$ cat config.mk
export PLATFORM = sky130hd
export DESIGN_NAME = csv_field_extractor_core
export DESIGN_NICKNAME = d
export VERILOG_FILES = /design/src/hw/rtl/csvfe_pkg.sv /design/src/hw/rtl/csvfe_step.sv /design/src/hw/rtl/csvfe_out_reg.sv /design/src/hw/rtl/csv_field_extractor_core.sv
export SDC_FILE = /design/constraint.sdc
export NUM_CORES = 1
export LEC_CHECK = 0
export BUFFER_PORTS_ARGS = -buffer_cell sky130_fd_sc_hd__buf_2
export CORE_AREA = 4 4 129 69
export CTS_CLUSTER_SIZE = 12
export DETAILED_ROUTE_END_ITERATION = 7
export DIE_AREA = 0 0 133 73
export HOLD_SLACK_MARGIN = 0.15
export PLACE_DENSITY_LB_ADDON = 0.12
export SETUP_SLACK_MARGIN = 0.05
export SLEW_MARGIN = 25
export SYNTH_ARGS = -nofsm -noshare
export SYNTH_HDL_FRONTEND = slang
export SYNTH_SLANG_ARGS = --single-unit
$ cat constraint.sdc
create_clock -name clk_i -period 6.95 [get_ports clk_i]
set_clock_uncertainty 0.15 [all_clocks]
set_input_delay 0.3475 -clock clk_i [delete_from_list [all_inputs] [get_ports clk_i]]
set_output_delay 0.3475 -clock clk_i [all_outputs]
set_load 0.02 [all_outputs]
$ cat src/hw/rtl/csvfe_pkg.sv
package csvfe_pkg;

  // widths fixed by the record format
  localparam int CharW       = 8;
  localparam int FieldIndexW = 8;
  localparam int ModeW       = 3;

  // default width of the field counter
  localparam int DefIndexBits = 8;

  // special characters
  localparam logic [CharW-1:0] CharQuote = 8'h22;
  localparam logic [CharW-1:0] CharComma = 8'h2C;
  localparam logic [CharW-1:0] CharNul   = 8'h00;

  // scan mode codes
  localparam logic [ModeW-1:0] ModeStart      = 3'd0;
  localparam logic [ModeW-1:0] ModeSkipPlain  = 3'd1;
  localparam logic [ModeW-1:0] ModeSkipQuoted = 3'd2;
  localparam logic [ModeW-1:0] ModeSkipQpend  = 3'd3;
  localparam logic [ModeW-1:0] ModeTakePlain  = 3'd4;
  localparam logic [ModeW-1:0] ModeTakeQuoted = 3'd5;
  localparam logic [ModeW-1:0] ModeTakeQpend  = 3'd6;
  localparam logic [ModeW-1:0] ModeDone       = 3'd7;

  // one output word
  typedef struct packed {
    logic [CharW-1:0] out_char;
    logic             char_valid;
    logic             field_end;
  } csvfe_res_t;

endpackage

$ cat src/hw/rtl/csvfe_step.sv
module csvfe_step import csvfe_pkg::*; #(
  parameter int INDEX_BITS = DefIndexBits
) (
  input  logic [ModeW-1:0]       mode_i,
  input  logic [INDEX_BITS-1:0]  count_i,
  input  logic [FieldIndexW-1:0] field_index_i,
  input  logic [CharW-1:0]       char_i,
  input  logic                   eor_i,
  output logic [ModeW-1:0]       mode_o,
  output logic [INDEX_BITS-1:0]  count_o,
  output logic                   emit_o,
  output csvfe_res_t             res_o
);

  logic [INDEX_BITS-1:0] idx_lo;
  logic [INDEX_BITS-1:0] tgt;
  logic                  at_tgt;
  logic [INDEX_BITS-1:0] count_inc;
  logic                  is_nul;
  logic                  is_comma;
  logic                  is_quote;

  // effective target field, zero acts as one
  assign idx_lo    = INDEX_BITS'(field_index_i);
  assign tgt       = (idx_lo == '0) ? INDEX_BITS'(1) : idx_lo;
  assign at_tgt    = (count_i >= tgt);
  // saturating count of the next field
  assign count_inc = at_tgt ? count_i : count_i + INDEX_BITS'(1);

  assign is_nul   = (char_i == CharNul);
  assign is_comma = (char_i == CharComma);
  assign is_quote = (char_i == CharQuote);

  // next scan state and result word
  always_comb begin
    mode_o  = mode_i;
    count_o = count_i;
    emit_o  = 1'b0;
    res_o   = '0;
    if (eor_i) begin
      if (mode_i != ModeDone) begin
        emit_o          = 1'b1;
        res_o.field_end = 1'b1;
      end
      mode_o  = ModeStart;
      count_o = INDEX_BITS'(1);
    end else begin
      unique case (mode_i)
        ModeStart: begin
          if (is_nul || (at_tgt && is_comma)) begin
            emit_o          = 1'b1;
            res_o.field_end = 1'b1;
            mode_o          = ModeDone;
          end else if (at_tgt) begin
            if (is_quote) begin
              mode_o = ModeTakeQuoted;
            end else begin
              emit_o           = 1'b1;
              res_o.out_char   = char_i;
              res_o.char_valid = 1'b1;
              mode_o           = ModeTakePlain;
            end
          end else if (is_comma) begin
            count_o = count_inc;
            mode_o  = ModeStart;
          end else if (is_quote) begin
            mode_o = ModeSkipQuoted;
          end else begin
            mode_o = ModeSkipPlain;
          end
        end
        ModeSkipPlain: begin
          if (is_nul) begin
            emit_o          = 1'b1;
            res_o.field_end = 1'b1;
            mode_o          = ModeDone;
          end else if (is_comma) begin
            count_o = count_inc;
            mode_o  = ModeStart;
          end
        end
        ModeSkipQuoted: begin
          if (is_nul) begin
            emit_o          = 1'b1;
            res_o.field_end = 1'b1;
            mode_o          = ModeDone;
          end else if (is_quote) begin
            mode_o = ModeSkipQpend;
          end
        end
        ModeSkipQpend: begin
          if (is_nul) begin
            emit_o          = 1'b1;
            res_o.field_end = 1'b1;
            mode_o          = ModeDone;
          end else if (is_quote) begin
            mode_o = ModeSkipQuoted;
          end else begin
            count_o = count_inc;
            mode_o  = ModeStart;
          end
        end
        ModeTakePlain: begin
          emit_o = 1'b1;
          if (is_nul || is_comma) begin
            res_o.field_end = 1'b1;
            mode_o          = ModeDone;
          end else begin
            res_o.out_char   = char_i;
            res_o.char_valid = 1'b1;
          end
        end
        ModeTakeQuoted: begin
          if (is_nul) begin
            emit_o          = 1'b1;
            res_o.field_end = 1'b1;
            mode_o          = ModeDone;
          end else if (is_quote) begin
            mode_o = ModeTakeQpend;
          end else begin
            emit_o           = 1'b1;
            res_o.out_char   = char_i;
            res_o.char_valid = 1'b1;
          end
        end
        ModeTakeQpend: begin
          emit_o = 1'b1;
          if (is_quote) begin
            res_o.out_char   = CharQuote;
            res_o.char_valid = 1'b1;
            mode_o           = ModeTakeQuoted;
          end else begin
            res_o.field_end = 1'b1;
            mode_o          = ModeDone;
          end
        end
        ModeDone: begin
          mode_o = ModeDone;
        end
      endcase
    end
  end

endmodule

$ cat src/hw/rtl/csvfe_out_reg.sv
module csvfe_out_reg import csvfe_pkg::*; (
  input  logic       clk_i,
  input  logic       rst_ni,
  input  logic       load_i,
  input  csvfe_res_t res_i,
  output logic       free_o,
  output logic       valid_o,
  input  logic       ready_i,
  output csvfe_res_t res_o
);

  logic       vld_q, vld_d;
  csvfe_res_t res_q;

  // slot can take a word when empty or draining this cycle
  assign free_o = !vld_q || ready_i;

  always_comb begin
    vld_d = vld_q;
    if (load_i) begin
      vld_d = 1'b1;
    end else if (ready_i) begin
      vld_d = 1'b0;
    end
  end

  always_ff @(posedge clk_i or negedge rst_ni) begin
    if (!rst_ni) begin
      vld_q <= 1'b0;
    end else begin
      vld_q <= vld_d;
    end
  end

  // result payload
  always_ff @(posedge clk_i) begin
    if (load_i) begin
      res_q <= res_i;
    end
  end

  assign valid_o = vld_q;
  assign res_o   = res_q;

endmodule

$ cat src/hw/rtl/csv_field_extractor_core.sv
// CSV field extractor: takes one character word per cycle on the input channel, with
// end_of_record marking the record terminator, and returns the unescaped characters of
// the field chosen by the field_index register followed by one field_end word per
// record; quoted fields have doubled quotes collapsed and a NUL ends the record early.
// A word is accepted every cycle when the output side keeps up, and its result reaches
// the output through the input register and then the output register: the word sits in
// the input register, and the scan state update loads the output register when it advances. Words
// that give no result (quotes, skipped fields) never wait on the output channel.
// Write field_index only while idle.
module csv_field_extractor_core import csvfe_pkg::*; #(
  parameter int INDEX_BITS = DefIndexBits
) (
  input  logic                   clk_i,
  input  logic                   rst_ni,
  input  logic                   cfg_valid_i,
  output logic                   cfg_ready_o,
  input  logic [FieldIndexW-1:0] cfg_data_i,
  input  logic                   in_valid_i,
  output logic                   in_ready_o,
  input  logic [CharW-1:0]       in_char_i,
  input  logic                   end_of_record_i,
  output logic                   out_valid_o,
  input  logic                   out_ready_i,
  output logic [CharW-1:0]       out_char_o,
  output logic                   char_valid_o,
  output logic                   field_end_o
);

  logic [FieldIndexW-1:0] field_index_q;
  logic                   in_vld_q, in_vld_d;
  logic [CharW-1:0]       in_char_q;
  logic                   in_eor_q;
  logic [ModeW-1:0]       mode_q, mode_d;
  logic [INDEX_BITS-1:0]  count_q, count_d;
  logic                   emit;
  logic                   slot_free;
  logic                   fire;
  logic                   in_take;
  csvfe_res_t             step_res;
  csvfe_res_t             out_res;

  // configuration register
  assign cfg_ready_o = 1'b1;

  always_ff @(posedge clk_i or negedge rst_ni) begin
    if (!rst_ni) begin
      field_index_q <= FieldIndexW'(1);
    end else if (cfg_valid_i && cfg_ready_o) begin
      field_index_q <= cfg_data_i;
    end
  end

  // scan logic on the held word
  csvfe_step #(
    .INDEX_BITS(INDEX_BITS)
  ) u_step (
    .mode_i       (mode_q),
    .count_i      (count_q),
    .field_index_i(field_index_q),
    .char_i       (in_char_q),
    .eor_i        (in_eor_q),
    .mode_o       (mode_d),
    .count_o      (count_d),
    .emit_o       (emit),
    .res_o        (step_res)
  );

  // held word advances unless its result has nowhere to go
  assign fire       = in_vld_q && (!emit || slot_free);
  assign in_ready_o = !in_vld_q || fire;
  assign in_take    = in_valid_i && in_ready_o;

  always_comb begin
    in_vld_d = in_vld_q;
    if (in_take) begin
      in_vld_d = 1'b1;
    end else if (fire) begin
      in_vld_d = 1'b0;
    end
  end

  always_ff @(posedge clk_i or negedge rst_ni) begin
    if (!rst_ni) begin
      in_vld_q <= 1'b0;
    end else begin
      in_vld_q <= in_vld_d;
    end
  end

  // input word payload
  always_ff @(posedge clk_i) begin
    if (in_take) begin
      in_char_q <= in_char_i;
      in_eor_q  <= end_of_record_i;
    end
  end

  // scan state
  always_ff @(posedge clk_i or negedge rst_ni) begin
    if (!rst_ni) begin
      mode_q  <= ModeStart;
      count_q <= INDEX_BITS'(1);
    end else if (fire) begin
      mode_q  <= mode_d;
      count_q <= count_d;
    end
  end

  // output register
  csvfe_out_reg u_out_reg (
    .clk_i  (clk_i),
    .rst_ni (rst_ni),
    .load_i (fire && emit),
    .res_i  (step_res),
    .free_o (slot_free),
    .valid_o(out_valid_o),
    .ready_i(out_ready_i),
    .res_o  (out_res)
  );

  assign out_char_o   = out_res.out_char;
  assign char_valid_o = out_res.char_valid;
  assign field_end_o  = out_res.field_end;

  // a result word is either a character or the field end, never both
  assert property (@(posedge clk_i) disable iff (!rst_ni)
    out_valid_o |-> (char_valid_o != field_end_o))
    else $error("result word must carry exactly one of char or field end");

  // an end word carries a zero character
  assert property (@(posedge clk_i) disable iff (!rst_ni)
    out_valid_o && field_end_o |-> (out_char_o == '0))
    else $error("field end word carries a character");

  // once the field is closed only the terminator moves on, and silently
  assert property (@(posedge clk_i) disable iff (!rst_ni)
    in_vld_q && (mode_q == ModeDone) |-> !emit)
    else $error("result produced after field end");

  // a terminator always brings the scan back to the start of a record
  assert property (@(posedge clk_i) disable iff (!rst_ni)
    fire && in_eor_q |=> (mode_q == ModeStart) && (count_q == INDEX_BITS'(1)))
    else $error("scan state not reset after end of record");

  // a held word that cannot advance stays in place
  assert property (@(posedge clk_i) disable iff (!rst_ni)
    in_vld_q && !fire |=> in_vld_q && $stable(in_char_q) && $stable(in_eor_q))
    else $error("stalled input word lost");

endmodule
## After elaboration in Yosys (flattened, before gate mapping)

Index checks and enable logic that the tools add are counted.

- $add $sub $neg: 1
- $lt $le $gt $ge: 1
- Equal/unequal tests: 19
- Muxes and demuxes: 50
- Reduce and logical (&&, ||, !) cells: 23

Operators with widths:

| kind | number |
|---|---|
| $mux W8 | 9 |
| $mux W9 | 5 |
| $mux W3 | 12 |
| $pmux W9 S4 | 1 |
| $pmux W3 S8 | 1 |
| $pmux W8 S3 | 1 |
| $ne A3 B3 Y1 const B | 6 |
| $eq A8 B6 Y1 const B | 2 |
| $logic_not A8 Y1 | 2 |
| $mux W1 | 15 |
| $eq A3 B3 Y1 const B | 4 |
| $ne A4 B2 Y1 const B | 3 |
| $add A8 B1 Y8 const B | 1 |
| $ge A8 B8 Y1 | 1 |
| $pmux W1 S4 | 2 |
| $mux W7 | 1 |
| $reduce_and A7 Y1 | 1 |
| $eq A3 B2 Y1 const B | 2 |
| $mux W2 | 3 |
| $logic_or A1 B1 Y1 | 5 |
| $reduce_and A5 Y1 | 1 |
| $logic_and A1 B1 Y1 | 4 |
| $reduce_bool A2 Y1 | 2 |
| $reduce_bool A4 Y1 | 1 |
| other kinds (7) | 9 |

- Bits in registers: 40
- Input bits: 22
- Output and inout port bits: 13
- Word-level logic and storage cells: 104

## Depth between registers and ports, before layout

- Depth in word-level cells: 14
- Mapped depth: 11
- Depth with buffers taken out: 10

## By module

Synthesis repeated with hierarchy kept, for this count alone.

- Cells, all modules: 239
- Area, all modules: 2557.5 um2

Modules (own cells, without submodules):

| module | times used | cells an instance | area an instance (um2) | seq. area each (um2) |
|---|---|---|---|---|
| csvfe_step | 1 | 168 | 1154.9 | 0.0 |
| csv_field_extractor_core | 1 | 58 | 1054.8 | 773.2 |
| csvfe_out_reg | 1 | 13 | 347.8 | 325.3 |

## Least setup slack after synthesis

Ideal clock, no wire load.

- Kind: flip-flop to flip-flop
- Start point: register field_index_q[5]
- End point: register u_out_reg.res_q (netlist bit u_out_reg.res_o[0]), enable pin
- Library setup time: 0.377 ns
- Arrival: 2.723 ns
- Required time: 6.423 ns
- Setup slack: 3.700 ns
- Cell stages (with the launch flop): 11
- Path buffers: 0
- Clock period less this slack: 3.250 ns
- Cell sequence: dfrtp_1 nor4_1 a41o_1 ha_1 nand2b_1 a21oi_4 o41a_1 or3_1 o211ai_1 and2_1 nor2b_1

- Longest elaborated chain between the ends: 12
- Elaborated cells on any way between the ends: 13
- Classes of those cells: order compare: 1; mux: 5; reduce/logical: 7

RTL lines:

| item | RTL line | source |
|---|---|---|
| from (decl) | csv_field_extractor_core.sv:29 | `logic [FieldIndexW-1:0] field_index_q;` |
| from (signal assigned) | csv_field_extractor_core.sv:47 | `field_index_q <= FieldIndexW'(1);` |
| from (signal assigned) | csv_field_extractor_core.sv:49 | `field_index_q <= cfg_data_i;` |
| $logic_not A8 Y1 | csvfe_step.sv:25 | `assign tgt = (idx_lo == '0) ? INDEX_BITS'(1) : idx_lo;` |
| $mux W8 * | csvfe_step.sv:25 |  |
| $ge A8 B8 Y1 * | csvfe_step.sv:26 | `assign at_tgt = (count_i >= tgt);` |
| $logic_and A1 B1 Y1 | csvfe_step.sv:50 | `if (is_nul \|\| (at_tgt && is_comma)) begin` |
| $logic_or A1 B1 Y1 | csvfe_step.sv:50 |  |
| $mux W1 * | csvfe_step.sv:50 |  |
| $pmux W1 S4 * | csvfe_step.sv:48 | `unique case (mode_i)` |
| $mux W1 * | csvfe_step.sv:40 | `if (eor_i) begin` |
| $logic_not A1 Y1 | csv_field_extractor_core.sv:69 | `assign fire = in_vld_q && (!emit \|\| slot_free);` |
| $logic_or A1 B1 Y1 | csv_field_extractor_core.sv:69 |  |
| $logic_and A1 B1 Y1 | csv_field_extractor_core.sv:69 |  |
| $logic_and A1 B1 Y1 * | csv_field_extractor_core.sv:113 | `.load_i (fire && emit),` |
| via u_out_reg.load_i | csvfe_out_reg.sv:4 | `input logic load_i,` |
| to (signal assigned) | csvfe_out_reg.sv:38 | `res_q <= res_i;` |
| to (decl) | csvfe_out_reg.sv:13 | `csvfe_res_t res_q;` |

Mark *: on every way through the listed nets, which the timed path passes. The rest lies on a longest branch.
A chain may end at the register's enable or synchronous reset.

## Worst setup path in the final report

Same ends and word-level chain as after synthesis.

==> metrics.yaml <==
r2r_slack_ps: 3170
post-route-min-period_ps: 3780
drv_slew: 0
cts_buffer_depth: 2
clkPwrFrac_pct: 36.4
syn_to_final_growth_pct: 26.8
p_per_area_nw_per_um2: 255
nNetsFinal: 302
grt_busiest_layer: "met1"
rows: 23
drt_iter0_drc: 130
status: "complete, no violations"
worstPathRequired_ps: 6710
crit_path_start: "field_index_q[5]"
ys_types: 58
slowest_stage: "nor2b_1"
maxCapViolations: 0
hold_class: "in2reg"
p_sw_uw: 233
synthCells: 223
drive_gt1_share_pct: 21.0
cts_tree: "done"
worstPathCellList: "nor4_1 > a41o_1 > ha_1 > nand2b_1 > a21oi_4 > o41a_1 > or3_1 > o211ai_1 > and2_1 > nor2b_1"
cp_max_fo: 10
worst-path-stages: 10
vias: 1871
synth_area_um2: 2300
io_buffer_count: 33
start_util_pct: 29.4
grt_use_met3_pct: 4.20
fin_util_pct: 37.3
seq_area_frac_synth_pct: 47.8
syn_area_per_cell_um2: 10.3
cts-root-buf: "clkbuf_16"
critical_path_buf_inv_count: 0
finalCritPeriodShare_pct: 54.4
critical-path-top-delay-family: "simple AND/OR/NAND/NOR gates"
core_area_um2: 7800
synth_nets: 254
reg2reg_from: "field_index_q[5]"
p_leak_nw: 1.19
dieArea_um2: 9710
io_pins: 35
grt_util_all_layers_pct: 11.8
met2_usage_pct: 12.8
hold_ws_ps: 141
cellInternalPower_uw: 511
synth_seq_cells: 40
nFillCells: 785
drc_errors: 0
crit_path_end_kind: "flop"
drt-vias-per-instance: 4.87
finalSetupViolations: 0
grt_overflow: 0
wl_per_cell_um: 14.5
worst_pin_slew_ps: 916
use_met1_pct: 20.1
die-height_um: 73
place.gp.congestion: 0.830
clk_latency_ps: 290
slew_headroom_pct: 38.8
grt_max_degree: 22
die_x_um: 133
worst-setup-path-type: "reg2reg"
start_kind: "flop"
worst_r2r_endpoint: "u_out_reg.res_o[0]"
hold_viol: 0
synth_edf_count: 19
grt_first_pass_wirelength_mm: 8.83
crit_end: "u_out_reg.res_o[0]"
wl_mm: 5.56
diodes: 0
yosysWarningCount: 0
peakVddDrop_mv: 0.0996
htree_levels: 2
comb_power_share_pct: 21.6
pwr-share-seq_pct: 42.0
antenna_found_initial: 0
numCtsBuffers: 5
fin_tns_setup_ps: 0
post_cts_buffers: 0
grt_pass1_vias: 1606
slowest_delay_ps: 730
timing.fmax_ghz: 0.265
route.antenna.remaining_nets: 0
rsz0062_at_grt: "false"
switching_share_pct: 31.3
cp.arrival_ps: 3540
clock-sinks: 40
reg2regPathDepth: 10
dr.pass1.iters: 5
synth_top_flop_cell: "edfxtp_1"
clk_pin_slew_ps: 60
hpwlAfterDp_mm: 4.25
synthArstFlopShare_pct: 52.5
## stage by stage
stage               setup slack, ps  std cells  power, mW  cell area [um2]
floorplan                      3700        223      0.415             2300
global placement               3240        358      0.471             2550
detailed placement             3190        358      0.468             2560
CTS                            3160        384      0.747             2910
global route                   2900        384      0.782             2910
finish                         3170        384      0.744             2910
## cell usage in the layout, fill, tap and decap left out, drive strengths merged, types with 3 or more instances in the layout
cell         synthesis  routed
nor4                 3       3
buf                  4      33
nor2b                3       3
a21oi               12      12
nor3                 7       7
nor2                11      11
inv                 13      14
and3                 4       4
o31ai                6       6
ha                   9       9
dfrtp               19      19
and2                11      11
clkbuf               6       5
nand3                9       9
a31oi                3       3
a41oi                4       4
nand2               15      15
o21ai               24      24
nand2b               3       3
a21o                 3       3
dlygate4sd3          0      18
edfxtp              19      19
nand4                3       3
## how the worst min path moves through the flow
stage / startpoint / endpoint / slack, ps / cells past startpoint
floorplan: rst_ni / count_q[1] / -100 / 0
global placement: rst_ni / mode_q[0] / 190 / 1
detailed placement: rst_ni / mode_q[1] / 190 / 1
CTS: cfg_data_i[6] / field_index_q[6] / 150 / 3
global route: cfg_data_i[6] / field_index_q[6] / 190 / 3
finish: cfg_data_i[6] / field_index_q[6] / 140 / 3
## synthesized netlist by cell type, types with 2 or more instances
master | count | share of area (%)
dfrtp_1 | 19 | 21
edfxtp_1 | 19 | 25
o21ai_0 | 18 | 3.9
nand2_1 | 15 | 2.5
inv_1 | 12 | 2.0
a21oi_1 | 11 | 2.4
nor2_1 | 11 | 1.8
and2_1 | 10 | 2.7
ha_1 | 9 | 4.9
nand3_1 | 9 | 2.0
clkbuf_1 | 6 | 0.98
o21ai_1 | 6 | 1.3
nor3_1 | 5 | 1.1
and3_1 | 4 | 1.1
o31ai_1 | 4 | 1.3
a31oi_1 | 3 | 0.82
a41oi_1 | 3 | 1.1
nand2b_1 | 3 | 0.82
nand4_1 | 3 | 0.82
nor2b_1 | 3 | 0.82
nor4_1 | 3 | 0.82
a211o_1 | 2 | 0.76
a21o_1 | 2 | 0.65
buf_2 | 2 | 0.44
buf_4 | 2 | 0.65
dfstp_2 | 2 | 2.3
o211ai_1 | 2 | 0.65
o21a_1 | 2 | 0.65
o31ai_4 | 2 | 1.9
or3_1 | 2 | 0.54
or4_4 | 2 | 0.98
## layer usage
| layer | routed length [um] | vias to the layer above | share of wire [%] |
|---|---|---|---|
| met5 | 0 | - | 0 |
| met4 | 33 | 0 | 0.59 |
| met3 | 440 | 6 | 7.9 |
| met2 | 1870 | 70 | 34 |
| met1 | 3210 | 861 | 58 |
| li1 | - | 934 | - |
## power groups by stage
stage | registers (mW) | logic [mW] | clock network (mW)
floorplan | 0.298 | 0.116 | 0
global placement | 0.317 | 0.153 | 0
detailed placement | 0.316 | 0.152 | 0
CTS | 0.311 | 0.160 | 0.276
global route | 0.316 | 0.179 | 0.287
finish | 0.312 | 0.160 | 0.271
## area by class of cell
| type | count | area (um2) | share of cell area, % |
|---|---|---|---|
| Multi-Input combinational cell | 160 | 1110 | 38.0 |
| Sequential cell | 40 | 1100 | 37.7 |
| Timing Repair Buffer | 51 | 345 | 11.9 |
| Tap cell | 112 | 140 | 4.81 |
| Clock buffer | 5 | 125 | 4.30 |
| Inverter | 13 | 48.8 | 1.68 |
| Clock inverter | 3 | 46.3 | 1.59 |
## state kept, by name, summed over array words and instances, names as in the netlist
name and flops:
field_index_q 8, u_out_reg.valid_o 1, mode_q 3, u_out_reg.res_o 10
in_eor_q 1, count_q 8, in_char_q 8, in_vld_q 1
## cells by family after synthesis
logic type | share of synthesized area [%]
compound gates | 23.3
xor+xnor | 0.763
fa+ha+maj | 4.90
buf+inv | 4.20
flops | 47.8
mux | 0.490
other cells | 0.163
simple gates | 18.4
## repair_timing
| action | CTS | global route |
|---|---|---|
| hold buffers | 18 | 0 |
| resized for setup | 0 | 0 |
| endpoints found under the hold margin | 36 | 0 |
| endpoints found under the setup margin | 0 | 0 |
## tightest hold or removal path, cell delays in order
cell	delay [ps]
buf_2	80
nand2_1	40
o21ai_0	70
Power figures use the tool's default switching activity.
